File: src/sv/sfp_pkg.sv
`default_nettype none
// ----------------------------------------------------------------------------
// Speed frame parser package
// Shared types, constants and the CRC-16/MODBUS byte update.
// ----------------------------------------------------------------------------
package sfp_pkg;

  // Frame layout: payload length, CRC span and the byte index width.
  localparam int unsigned FrameLen = 10;
  localparam int unsigned CrcSpan  = 8;
  localparam int unsigned IdxW     = 4;

  // CRC-16/MODBUS constants.
  localparam logic [15:0] CrcInit = 16'hFFFF;
  localparam logic [15:0] CrcPoly = 16'hA001;

  // Configuration register indexes.
  localparam logic [7:0] RegHeader  = 8'd0;
  localparam logic [7:0] RegCommand = 8'd1;

  // Index of the last payload byte and of the CRC high byte.
  localparam logic [IdxW-1:0] LastIdx  = IdxW'(FrameLen - 1);
  localparam logic [IdxW-1:0] CrcHiIdx = IdxW'(CrcSpan);

  // One classified payload byte, passed from the front end to the back end.
  typedef struct packed {
    logic [IdxW-1:0] idx;
    logic [7:0]      data;
  } pld_t;

  // Bytewise reflected CRC update, one bit per step.
  function automatic logic [15:0] crc_feed(logic [15:0] crc, logic [7:0] b);
    logic [15:0] c;
    c = crc ^ {8'h00, b};
    for (int k = 0; k < 8; k++) begin
      if (c[0]) begin
        c = (c >> 1) ^ CrcPoly;
      end else begin
        c = c >> 1;
      end
    end
    return c;
  endfunction

endpackage
`default_nettype wire

File: src/sv/sfp_fifo.sv
`default_nettype none
// ----------------------------------------------------------------------------
// Speed frame parser queue
// Short queue of classified payload bytes between front and back end.
// ----------------------------------------------------------------------------
module sfp_fifo (
  input  wire logic          clk_i,
  input  wire logic          rst_ni,
  input  wire logic          push_i,
  input  wire sfp_pkg::pld_t item_i,
  output logic               full_o,
  input  wire logic          pop_i,
  output logic               empty_o,
  output sfp_pkg::pld_t      item_o
);
  import sfp_pkg::*;

  localparam int unsigned Depth = 2;
  localparam int unsigned PtrW  = $clog2(Depth);
  localparam int unsigned CntW  = $clog2(Depth + 1);

  pld_t            mem_q [Depth];
  logic [PtrW-1:0] wr_ptr_q, wr_ptr_d;
  logic [PtrW-1:0] rd_ptr_q, rd_ptr_d;
  logic [CntW-1:0] cnt_q, cnt_d;
  logic            do_push, do_pop;

  assign full_o  = (cnt_q == CntW'(Depth));
  assign empty_o = (cnt_q == '0);
  assign item_o  = mem_q[rd_ptr_q];
  assign do_push = push_i && !full_o;
  assign do_pop  = pop_i && !empty_o;

  // Pointer and fill count update with wrap at the queue depth.
  always_comb begin
    wr_ptr_d = wr_ptr_q;
    rd_ptr_d = rd_ptr_q;
    cnt_d    = cnt_q;
    if (do_push) begin
      wr_ptr_d = (wr_ptr_q == PtrW'(Depth - 1)) ? '0 : wr_ptr_q + 1'b1;
    end
    if (do_pop) begin
      rd_ptr_d = (rd_ptr_q == PtrW'(Depth - 1)) ? '0 : rd_ptr_q + 1'b1;
    end
    if (do_push && !do_pop) begin
      cnt_d = cnt_q + 1'b1;
    end else if (do_pop && !do_push) begin
      cnt_d = cnt_q - 1'b1;
    end
  end

  always_ff @(posedge clk_i or negedge rst_ni) begin
    if (!rst_ni) begin
      wr_ptr_q <= '0;
      rd_ptr_q <= '0;
      cnt_q    <= '0;
    end else begin
      wr_ptr_q <= wr_ptr_d;
      rd_ptr_q <= rd_ptr_d;
      cnt_q    <= cnt_d;
    end
  end

  // Storage array; entries carry no reset.
  always_ff @(posedge clk_i) begin
    if (do_push) begin
      mem_q[wr_ptr_q] <= item_i;
    end
  end

  // The fill count never exceeds the depth.
  a_cnt_bound: assert property (@(posedge clk_i) disable iff (!rst_ni)
    cnt_q <= CntW'(Depth))
    else $error("queue fill count beyond depth");

  // The front end never writes a full queue.
  a_no_overflow: assert property (@(posedge clk_i) disable iff (!rst_ni)
    push_i |-> !full_o)
    else $error("write into full queue");

endmodule
`default_nettype wire

File: src/sv/sfp_front.sv
`default_nettype none
// ----------------------------------------------------------------------------
// Speed frame parser front end
// Takes received bytes, hunts for the sync pair and tags payload bytes.
// ----------------------------------------------------------------------------
module sfp_front (
  input  wire logic          clk_i,
  input  wire logic          rst_ni,
  input  wire logic          push,
  input  wire logic [7:0]    rx_byte_i,
  output logic               full,
  input  wire logic          cfg_valid_i,
  output logic               cfg_ready_o,
  input  wire logic [7:0]    cfg_index_i,
  input  wire logic [7:0]    cfg_data_i,
  input  wire logic          q_full_i,
  output logic               q_push_o,
  output sfp_pkg::pld_t      q_item_o
);
  import sfp_pkg::*;

  typedef enum logic [1:0] {
    HuntIdle   = 2'd0,
    HuntHeader = 2'd1,
    HuntGather = 2'd2
  } hunt_e;

  hunt_e           state_q;
  logic [IdxW-1:0] cnt_q;
  logic [7:0]      header_q;
  logic [7:0]      command_q;
  logic            accept;

  assign full        = q_full_i;
  assign accept      = push && !q_full_i;
  assign cfg_ready_o = 1'b1;

  // Only bytes gathered after a full sync go into the queue.
  assign q_push_o      = accept && (state_q == HuntGather);
  assign q_item_o.idx  = cnt_q;
  assign q_item_o.data = rx_byte_i;

  // Configuration registers.
  always_ff @(posedge clk_i or negedge rst_ni) begin
    if (!rst_ni) begin
      header_q  <= '0;
      command_q <= '0;
    end else if (cfg_valid_i) begin
      if (cfg_index_i == RegHeader) begin
        header_q <= cfg_data_i;
      end
      if (cfg_index_i == RegCommand) begin
        command_q <= cfg_data_i;
      end
    end
  end

  // Hunt state machine and payload byte counter.
  always_ff @(posedge clk_i or negedge rst_ni) begin
    if (!rst_ni) begin
      state_q <= HuntIdle;
      cnt_q   <= '0;
    end else if (accept) begin
      unique case (state_q)
        HuntIdle: begin
          if (rx_byte_i == header_q) begin
            state_q <= HuntHeader;
          end
        end
        HuntHeader: begin
          state_q <= (rx_byte_i == command_q) ? HuntGather : HuntIdle;
          cnt_q   <= '0;
        end
        HuntGather: begin
          if (cnt_q == LastIdx) begin
            state_q <= HuntIdle;
            cnt_q   <= '0;
          end else begin
            cnt_q <= cnt_q + 1'b1;
          end
        end
        default: begin
          state_q <= HuntIdle;
          cnt_q   <= '0;
        end
      endcase
    end
  end

endmodule
`default_nettype wire

File: src/sv/sfp_back.sv
`default_nettype none
// ----------------------------------------------------------------------------
// Speed frame parser back end
// Runs the CRC over payload bytes, checks it and holds the result.
// ----------------------------------------------------------------------------
module sfp_back (
  input  wire logic          clk_i,
  input  wire logic          rst_ni,
  input  wire logic          q_empty_i,
  input  wire sfp_pkg::pld_t q_item_i,
  output logic               q_pop_o,
  output logic               empty,
  input  wire logic          pop,
  output logic               frame_ok_o,
  output logic [31:0]        linear_bits_o,
  output logic [31:0]        angular_bits_o
);
  import sfp_pkg::*;

  localparam int unsigned StoreLen = CrcSpan + 1;

  logic [7:0]  store_q [StoreLen];
  logic [15:0] crc_q, crc_d;
  logic [31:0] lin_q, ang_q;
  logic        out_valid_q, ok_q;
  logic        is_last, take, take_last, ok;
  logic [15:0] rx_crc;

  // A final byte waits until the result register is free.
  assign is_last   = (q_item_i.idx == LastIdx);
  assign take      = !q_empty_i && (!is_last || !out_valid_q || pop);
  assign take_last = take && is_last;
  assign q_pop_o   = take;

  // Received CRC is the stored high byte and the current low byte.
  assign rx_crc = {store_q[CrcHiIdx], q_item_i.data};
  assign ok     = (rx_crc == crc_q);

  // CRC update restarts on the first payload byte.
  always_comb begin
    crc_d = crc_q;
    if (q_item_i.idx == '0) begin
      crc_d = crc_feed(CrcInit, q_item_i.data);
    end else if (q_item_i.idx < IdxW'(CrcSpan)) begin
      crc_d = crc_feed(crc_q, q_item_i.data);
    end
  end

  // Payload bytes up to the CRC high byte; no reset needed.
  always_ff @(posedge clk_i) begin
    if (take && (q_item_i.idx < IdxW'(StoreLen))) begin
      store_q[q_item_i.idx[$clog2(StoreLen)-1:0]] <= q_item_i.data;
    end
  end

  // CRC, held speeds and result register.
  always_ff @(posedge clk_i or negedge rst_ni) begin
    if (!rst_ni) begin
      crc_q       <= CrcInit;
      lin_q       <= '0;
      ang_q       <= '0;
      out_valid_q <= 1'b0;
      ok_q        <= 1'b0;
    end else begin
      if (take) begin
        crc_q <= crc_d;
      end
      if (take_last) begin
        out_valid_q <= 1'b1;
        ok_q        <= ok;
        if (ok) begin
          lin_q <= {store_q[0], store_q[1], store_q[2], store_q[3]};
          ang_q <= {store_q[4], store_q[5], store_q[6], store_q[7]};
        end
      end else if (pop) begin
        out_valid_q <= 1'b0;
      end
    end
  end

  assign empty          = !out_valid_q;
  assign frame_ok_o     = ok_q;
  assign linear_bits_o  = lin_q;
  assign angular_bits_o = ang_q;

  // A completed frame always leaves a result waiting.
  a_result_after_last: assert property (@(posedge clk_i) disable iff (!rst_ni)
    take_last |=> out_valid_q)
    else $error("frame completed without a result");

  // A rejected frame leaves the held speeds alone.
  a_hold_on_fail: assert property (@(posedge clk_i) disable iff (!rst_ni)
    (take_last && !ok) |=> ($stable(lin_q) && $stable(ang_q)))
    else $error("held speed changed on a rejected frame");

  // The linear speed and pass flag never change while a result waits to be taken.
  a_hold_while_waiting: assert property (@(posedge clk_i) disable iff (!rst_ni)
    (out_valid_q && !pop) |=> ($stable(lin_q) && $stable(ok_q)))
    else $error("waiting result changed");

endmodule
`default_nettype wire

File: src/sv/speed_frame_parser_crc16.sv
`default_nettype none
// ----------------------------------------------------------------------------
// Speed frame parser with CRC-16/MODBUS check
// Deframes header/command synced speed frames and checks their CRC.
// ----------------------------------------------------------------------------
// The block takes one received byte per clock cycle. A front end hunts for
// the header byte and then the command byte, and passes the ten payload
// bytes that follow through a two-entry queue to a back end, which runs
// CRC-16/MODBUS over bytes 0..7 one byte per cycle and compares it with
// bytes 8 (high) and 9 (low). The last byte of a frame is not taken while an
// earlier result is still waiting; the result is registered when it is taken:
// a pass flag and the last good linear and angular speeds as big-endian
// IEEE-754 bit patterns. Input stalls only when a result has not been taken
// and the queue behind it has filled. Header and command bytes (index 0 and
// 1, other indexes ignored) are written on the always-ready configuration
// port; the user must write them only while idle, not enforced by the block.
module speed_frame_parser_crc16 (
  input  wire logic        clk_i,
  input  wire logic        rst_ni,
  input  wire logic        push,
  output logic             full,
  input  wire logic [7:0]  rx_byte_i,
  output logic             empty,
  input  wire logic        pop,
  output logic             frame_ok_o,
  output logic [31:0]      linear_bits_o,
  output logic [31:0]      angular_bits_o,
  input  wire logic        cfg_valid_i,
  output logic             cfg_ready_o,
  input  wire logic [7:0]  cfg_index_i,
  input  wire logic [7:0]  cfg_data_i
);
  import sfp_pkg::*;

  logic q_full, q_push, q_empty, q_pop;
  pld_t q_wr_item, q_rd_item;

  // Front end: sync hunt and byte tagging.
  sfp_front u_front (
    .clk_i       (clk_i),
    .rst_ni      (rst_ni),
    .push        (push),
    .rx_byte_i   (rx_byte_i),
    .full        (full),
    .cfg_valid_i (cfg_valid_i),
    .cfg_ready_o (cfg_ready_o),
    .cfg_index_i (cfg_index_i),
    .cfg_data_i  (cfg_data_i),
    .q_full_i    (q_full),
    .q_push_o    (q_push),
    .q_item_o    (q_wr_item)
  );

  // Queue between the two ends.
  sfp_fifo u_fifo (
    .clk_i   (clk_i),
    .rst_ni  (rst_ni),
    .push_i  (q_push),
    .item_i  (q_wr_item),
    .full_o  (q_full),
    .pop_i   (q_pop),
    .empty_o (q_empty),
    .item_o  (q_rd_item)
  );

  // Back end: CRC, check and result register.
  sfp_back u_back (
    .clk_i          (clk_i),
    .rst_ni         (rst_ni),
    .q_empty_i      (q_empty),
    .q_item_i       (q_rd_item),
    .q_pop_o        (q_pop),
    .empty          (empty),
    .pop            (pop),
    .frame_ok_o     (frame_ok_o),
    .linear_bits_o  (linear_bits_o),
    .angular_bits_o (angular_bits_o)
  );

endmodule
`default_nettype wire
File: config.mk
export PLATFORM = sky130hd
export DESIGN_NAME = speed_frame_parser_crc16
export DESIGN_NICKNAME = d
export VERILOG_FILES = /design/src/sv/sfp_pkg.sv /design/src/sv/sfp_fifo.sv /design/src/sv/sfp_front.sv /design/src/sv/sfp_back.sv /design/src/sv/speed_frame_parser_crc16.sv
export SDC_FILE = /design/constraint.sdc
export NUM_CORES = 1
export LEC_CHECK = 0
export BUFFER_PORTS_ARGS = -buffer_cell sky130_fd_sc_hd__buf_2
export CAP_MARGIN = 10
export CORE_AREA = 2 2 117 119
export CTS_BUF_LIST = sky130_fd_sc_hd__clkbuf_8
export DETAILED_ROUTE_END_ITERATION = 10
export DIE_AREA = 0 0 119 121
export PLACE_DENSITY = 0.86
export RECOVER_POWER = 50
export SETUP_SLACK_MARGIN = 0.05
export SYNTH_ARGS = -nofsm -noshare
export SYNTH_HDL_FRONTEND = slang
export SYNTH_SLANG_ARGS = --single-unit
File: constraint.sdc
create_clock -name clk_i -period 7.35 [get_ports clk_i]
set_input_delay 0.3675 -clock clk_i [delete_from_list [all_inputs] [get_ports clk_i]]
set_output_delay 0.3675 -clock clk_i [all_outputs]
set_load 0.03 [all_outputs]
; Word level (Yosys, flattened, before mapping)
; Memory sizes are Yosys's and may differ from the RTL's. A register that Yosys moved wholly into a read port is not among the register bits.
; Cells that the tools add are included.
; Widths: inputs -> output; s select.
[classes]
add_sub_neg = 5
mul = 0
div_mod_pow = 0
magnitude_cmp = 2
eq_ne = 11
shift = 0
mux = 55
bitwise_logic = 19
n_reduce_logical = 38
[ops]
columns = op, n
row1 = $mux 16, 39
row2 = $not 2->3, 16
row3 = $eq 16x16->1, 1
row4 = $eq 8x8->1, 2
row5 = $not 8->16, 1
row6 = $xor 16x8->16, 1
row7 = $logic_not 1->1, 14
row8 = $mux 2, 5
row9 = $reduce_and 2->1, 5
row10 = $logic_and 1x1->1, 9
row11 = $eq 4x4->1 const B, 2
row12 = $eq 8x1->1 const B, 1
row13 = $logic_not 8->1, 1
row14 = $lt 4x4->1 const B, 2
row15 = $mux 1, 8
row16 = $pmux 4 s2, 1
row17 = $pmux 2 s3, 1
row18 = $reduce_bool 2->1, 3
row19 = $add 4x1->4 const B, 1
row20 = $eq 2x2->1 const B, 2
row21 = $logic_not 2->1, 2
row22 = $logic_not 4->1, 1
row23 = $mux 4, 1
row24 = $reduce_and 3->1, 1
row25 = 8 further kinds, 10
[totals]
reg_bits = 44
latch_bits = 0
mem_bits_rw = 96
romBits = 0
output_inout_bits = 68
mem_count = 2
[memory_table]
columns = memory, depth, word_bits, read_ports, rd_ports_with_merged_regs, write_ports, line
row1 = u_back.store_q, 9, 8, 9, 8, 1, sfp_back.sv:22  ; logic [7:0] store_q [StoreLen];
row2 = u_fifo.mem_q, 2, 12, 1, 0, 1, sfp_fifo.sv:22  ; pld_t mem_q [Depth];

; Logic depth before layout (Yosys ltp)
; An unclocked memory read counts as a cell.
[depth]
depth_word = 34
depth_mapped = 12
depth_no_buf = 9

; Cells and area by module
; Synthesis repeated with hierarchy kept, for this count alone.
[hier_totals]
hier_cells = 536
hier_area_um2 = 8533.2
[modules_own_cells]
columns = module, n_inst, cells_per_inst, area_per_inst_um2
row1 = sfp_back, 1, 366, 6138.4
row2 = sfp_front, 1, 114, 1295.0
row3 = sfp_fifo, 1, 56, 1099.8

; Worst setup path before layout
; OpenSTA, ideal clock, no wires.
[synth_path]
path_type = register -> register
start = register u_fifo.rd_ptr_q
end = register u_back.crc_q[15]
setup_time_ps = 80
arrival_ps = 3166
required_ps = 7270
path_slack_ps = 4104
stages_incl_launch_ff = 13
period_less_slack_ps = 3246
cell_sequence = dfrtp_1 buf_2 buf_2 buf_1 mux2i_1 xor2_1 ha_1 xnor2_1 xnor2_1 xnor2_1 xnor3_1 and2_1 o22a_1
[synth_via]
elab_chain_len = 27
word_cells_on_any_way = 65
[synth_lines]
columns = item, line
row1 = from (decl), sfp_fifo.sv:24  ; logic [PtrW-1:0] rd_ptr_q, rd_ptr_d;
row2 = from (signal assigned), sfp_fifo.sv:59  ; rd_ptr_q <= rd_ptr_d;
row3 = $mem_v2 2x12 (*), --
row4 = $xor 16x8->16, sfp_pkg.sv:34  ; c = crc ^ {8'h00, b};
row5 = $mux 16 / $not 2->3 (equally long branches), --
row6 = "$mux 16, on equally long branches", "sfp_back.sv:44, sfp_pkg.sv:36"
row7 = "$mux 16, on equally long branches", "sfp_back.sv:42, sfp_back.sv:44"
row8 = $mux 16 (tied with other cells), sfp_pkg.sv:36  ; if (c[0]) begin
row9 = "$mux 16, on equally long branches", "sfp_back.sv:44, sfp_pkg.sv:36"
row10 = "$mux 16, on equally long branches", "sfp_back.sv:42, sfp_back.sv:44"
row11 = (+11 left out), --
row12 = "$mux 16, on equally long branches", "sfp_back.sv:42, sfp_back.sv:44"
row13 = $not 2->3 (no source line) / $mux 16 (equally long branches), --
row14 = $mux 16, sfp_pkg.sv:36
row15 = $mux 16, sfp_back.sv:44  ; end else if (q_item_i.idx < IdxW'(CrcSpan)) begin
row16 = $mux 16, sfp_back.sv:42  ; if (q_item_i.idx == '0) begin
row17 = $mux 16, sfp_pkg.sv:36
row18 = $mux 16, sfp_back.sv:44
row19 = $mux 16, sfp_back.sv:42
row20 = to (signal assigned), sfp_back.sv:59  ; crc_q <= CrcInit;
row21 = to (signal assigned), sfp_back.sv:66  ; crc_q <= crc_d;
row22 = to (decl), sfp_back.sv:23  ; logic [15:0] crc_q, crc_d;
; Mark *: on every way between the ends. The rest lies on a longest branch, timed or not. The select of a mux whose other input is x is not followed.
; A chain may end at the register's enable or synchronous reset.

; Worst setup path after layout
[layout_path]
start = register u_fifo.rd_ptr_q
end = register u_back.ang_q[23] (netlist: u_back.angular_bits_o[23]), read port of u_back.store_q
[layout_via]
elab_chain_len = 8
word_cells_on_any_way = 9
[layout_lines]
columns = item, line
row1 = $mem_v2 2x12 (*), --
row2 = $eq 4x4->1, sfp_back.sv:30  ; assign is_last = (q_item_i.idx == LastIdx);
row3 = $logic_not 1->1, sfp_back.sv:31  ; assign take = !q_empty_i && (!is_last || !out_valid_q || pop);
row4 = $logic_or 1x1->1 (2 in a row), sfp_back.sv:31
row5 = $logic_and 1x1->1, sfp_back.sv:31
row6 = $logic_and 1x1->1, sfp_back.sv:32  ; assign take_last = take && is_last;
row7 = $reduce_and 2->1 (no source line) (*), --
row8 = to (decl), sfp_back.sv:24  ; logic [31:0] lin_q, ang_q;
; Mark *: on every way between the ends. The rest lies on a longest branch, timed or not.

==> metrics.cfg <==
[status]
status = finished with violations
violations = capacitance limit, slew limit

[detailed_routing]
viasPerCell = 5.50
detail_route.wl_per_cell_um = 19.2
ant_nets = 0
remaining_drc_errors = 0
via_count = 4699
drt_iter0_markers = 298
wirelength_um = 16400
drtPass1Iterations = 5

[final_layout]
diodes = 0
area_growth_pct = 13.7
drive_gt1_share_pct = 23.7
multiInputGateArea_sq_um = 2640
layout_commonest_cell = edfxtp_1
fill_cells = 813
fin_util_pct = 73.1
seqCellArea_sq_um = 5610
final_cell_mix = edfxtp_1 (96), dfrtp_1 (92), clkbuf_1 (76)
nNetsFinal = 688

[floorplanning]
core_sq_um = 13100
io_pins = 97
die_h_um = 121
dieArea_sq_um = 14400
start_util_pct = 64.3
die_w_um = 119
rows = 42

[worst_setup_path]
worst_ep_arrival_time_ns = 4.18
critical_path_required_ns = 7.73
end_kind = register
cp_max_fo = 65
start_kind = register
worstSetupPathType = register to register

[clock_tree]
clock_tree.root_cell = clkbuf_8
cts_htree_levels = 2
post_cts_resized = 0
cts_hold_buf = 1
path_clk_slew_ns = 0.06
clk_path_buf_depth = 3
cts_buffers = 34
cts_tree = built
post_cts_buffers = 0
clkSinkCount = 204
clkLatencyLatePin_ns = 0.51

[logic_synthesis]
synth_compound_area_share_pct = 2.90
synth_cell_types = 47
synth.avg_cell_area_sq_um = 15.7
ys_warn_count = 0
synth_xor_area_share_pct = 7.63
synth_edf_count = 96
synth_area_sq_um = 8420
synth_fa_ha_area_share_pct = 0.892
ys_seq_elements = 204
netlist_instances = 535
synth-simple-area-share_pct = 5.11
async_reset_ff_share_pct = 52.9
synth_ff_type = edfxtp_1
syn-num-nets = 570
ys_seq_area_share_pct = 66.6
synth_top_family_by_area = multiplexers
synth_mux_area_share_pct = 14.9

[sta]
hold_violations = 0
fmax_ghz = 0.263
setup_viol = 0
maxSlewHeadroom_pct = -4.66
min_period_ns = 3.80
tns_ns = 0
grt_setup_unrepaired = false
fin_crit_sh_pct = 51.7
skew_ns = 0.0259
drv_slew = 29
worstMarginPinSlew_ns = 1.57
fin_hold_ws_ns = 0.118

[power_and_ir_drop]
p_per_area_nw_per_um2 = 350
p_leak_nw = 4.19
p_total_mw = 3.35
irDropWorstVdd_uv = 176

[placement]
place.gp.congestion = 0.831
dpl.hpwl_um = 10700
io_buffer_count = 95

[grt]
grt_pass1_wl_um = 26000
grt_max_degree = 82
grtUsageTotal_pct = 24.0
gr-total-overflow = 0
grt_pass1_vias = 4928
antenna_found_initial = 0

[worst_hold_path]
hp-class = primary input to register

[job]
drv_cap = 1

[worst max-delay path, stage by stage (launching register included)]
cell and delay, ns:
dfrtp_1 0.96, nand2_1 0.21, o32a_1 0.26, or2_1 0.25, or3b_1 0.46, or4_4 1.02, mux2_4 0.47
[report_power, final]
part | switching (mW) | leakage, nW | internal (mW) | total, mW
Combinational | 0.487 | 1.51 | 0.428 | 0.915
Clock | 0.422 | 0.369 | 0.523 | 0.945
Sequential | 0.103 | 2.31 | 1.39 | 1.49
Total | 1.01 | 4.19 | 2.34 | 3.35
[kinds of logic after synthesis]
| family | after synthesis |
|---|---|
| DFF | 204 |
| and+or+nand+nor | 90 |
| other | 1 |
| adders and majority gates | 6 |
| AOI/OAI and AO/OA | 41 |
| xor gates and xnor gates | 67 |
| muxes | 96 |
| buffers and inverters | 30 |
[registers in the layout (all words and copies together), names as in the netlist]
signal                 cells
u_fifo.rd_ptr_q            1
u_back.linear_bits_o      32
u_fifo.mem_q              24
u_back.store_q            72
u_back.out_valid_q         1
u_back.crc_q              16
u_back.frame_ok_o          1
u_fifo.wr_ptr_q            1
u_front.command_q          8
u_fifo.cnt_q               2
u_front.cnt_q              4
u_front.state_q            2
u_back.angular_bits_o     32
u_front.header_q           8
[per-layer routing]
layer,vias to the layer above,wire length [um],part of all wire (%),track usage [%]
met2,197,8360,51,42.0
met5,-,0,0,0
met1,2339,6630,40,28.9
met4,0,485,3.0,10.5
li1,2126,-,-,-
met3,37,961,5.8,4.98
[cell usage after synthesis (2+ instances only)]
cell | instances | area, sq um
edfxtp_1 | 96 | 2880
dfrtp_1 | 92 | 2300
mux2_4 | 49 | 736
xnor2_1 | 43 | 377
mux2_2 | 32 | 360
nor2_1 | 30 | 113
nand2_1 | 23 | 86.3
xor2_1 | 20 | 175
o21ai_0 | 17 | 85.1
dfstp_2 | 16 | 420
mux2i_1 | 14 | 140
inv_1 | 13 | 48.8
a21oi_1 | 11 | 55.1
buf_6 | 6 | 67.6
ha_1 | 6 | 75.1
nand2b_1 | 6 | 37.5
nand3_1 | 6 | 30.0
nor2b_1 | 6 | 37.5
clkbuf_1 | 5 | 18.8
and2_1 | 4 | 25.0
nand4_1 | 4 | 25.0
xnor3_1 | 4 | 90.1
buf_2 | 3 | 15.0
a2bb2oi_1 | 2 | 17.5
nor3_1 | 2 | 10.0
nor4_1 | 2 | 12.5
o22a_1 | 2 | 17.5
o32ai_1 | 2 | 17.5
[through the flow]
| stage | instance area [sq um] | cells | setup slack (ns) |
|---|---|---|---|
| after floorplan | 8420 | 535 | 4.10 |
| after global placement | 9020 | 792 | 3.75 |
| after detailed placement | 9020 | 792 | 3.60 |
| after CTS | 9670 | 854 | 3.59 |
| after global routing | 9570 | 854 | 3.43 |
| final | 9570 | 854 | 3.55 |
[cell type report]
| type | count | share of cell area, % |
|---|---|---|
| Inverter | 14 | 0.549 |
| Timing Repair Buffer | 98 | 4.24 |
| Tap cell | 176 | 2.30 |
| Multi-Input combinational cell | 301 | 27.6 |
| Sequential cell | 204 | 58.6 |
| Clock inverter | 25 | 1.58 |
| Clock buffer | 36 | 5.18 |
[path summary, 6_finish.rpt]
check / from / end / slack, ns / cells past startpoint
min in group asynchronous: rst_ni / u_back.linear_bits_o[7] / 0.79 / 2
max in group asynchronous: rst_ni / u_front.command_q[7] / 4.75 / 3
worst min register to register: u_back.store_q[0][4] / u_back.linear_bits_o[28] / 0.48 / 1
worst min-delay path: cfg_data_i[3] / u_front.header_q[3] / 0.12 / 2
worst max register to register: u_fifo.rd_ptr_q / u_back.angular_bits_o[23] / 3.55 / 6
worst max-delay path: u_fifo.rd_ptr_q / u_back.angular_bits_o[23] / 3.55 / 6
No activity file was read; power rests on OpenSTA's default activity.
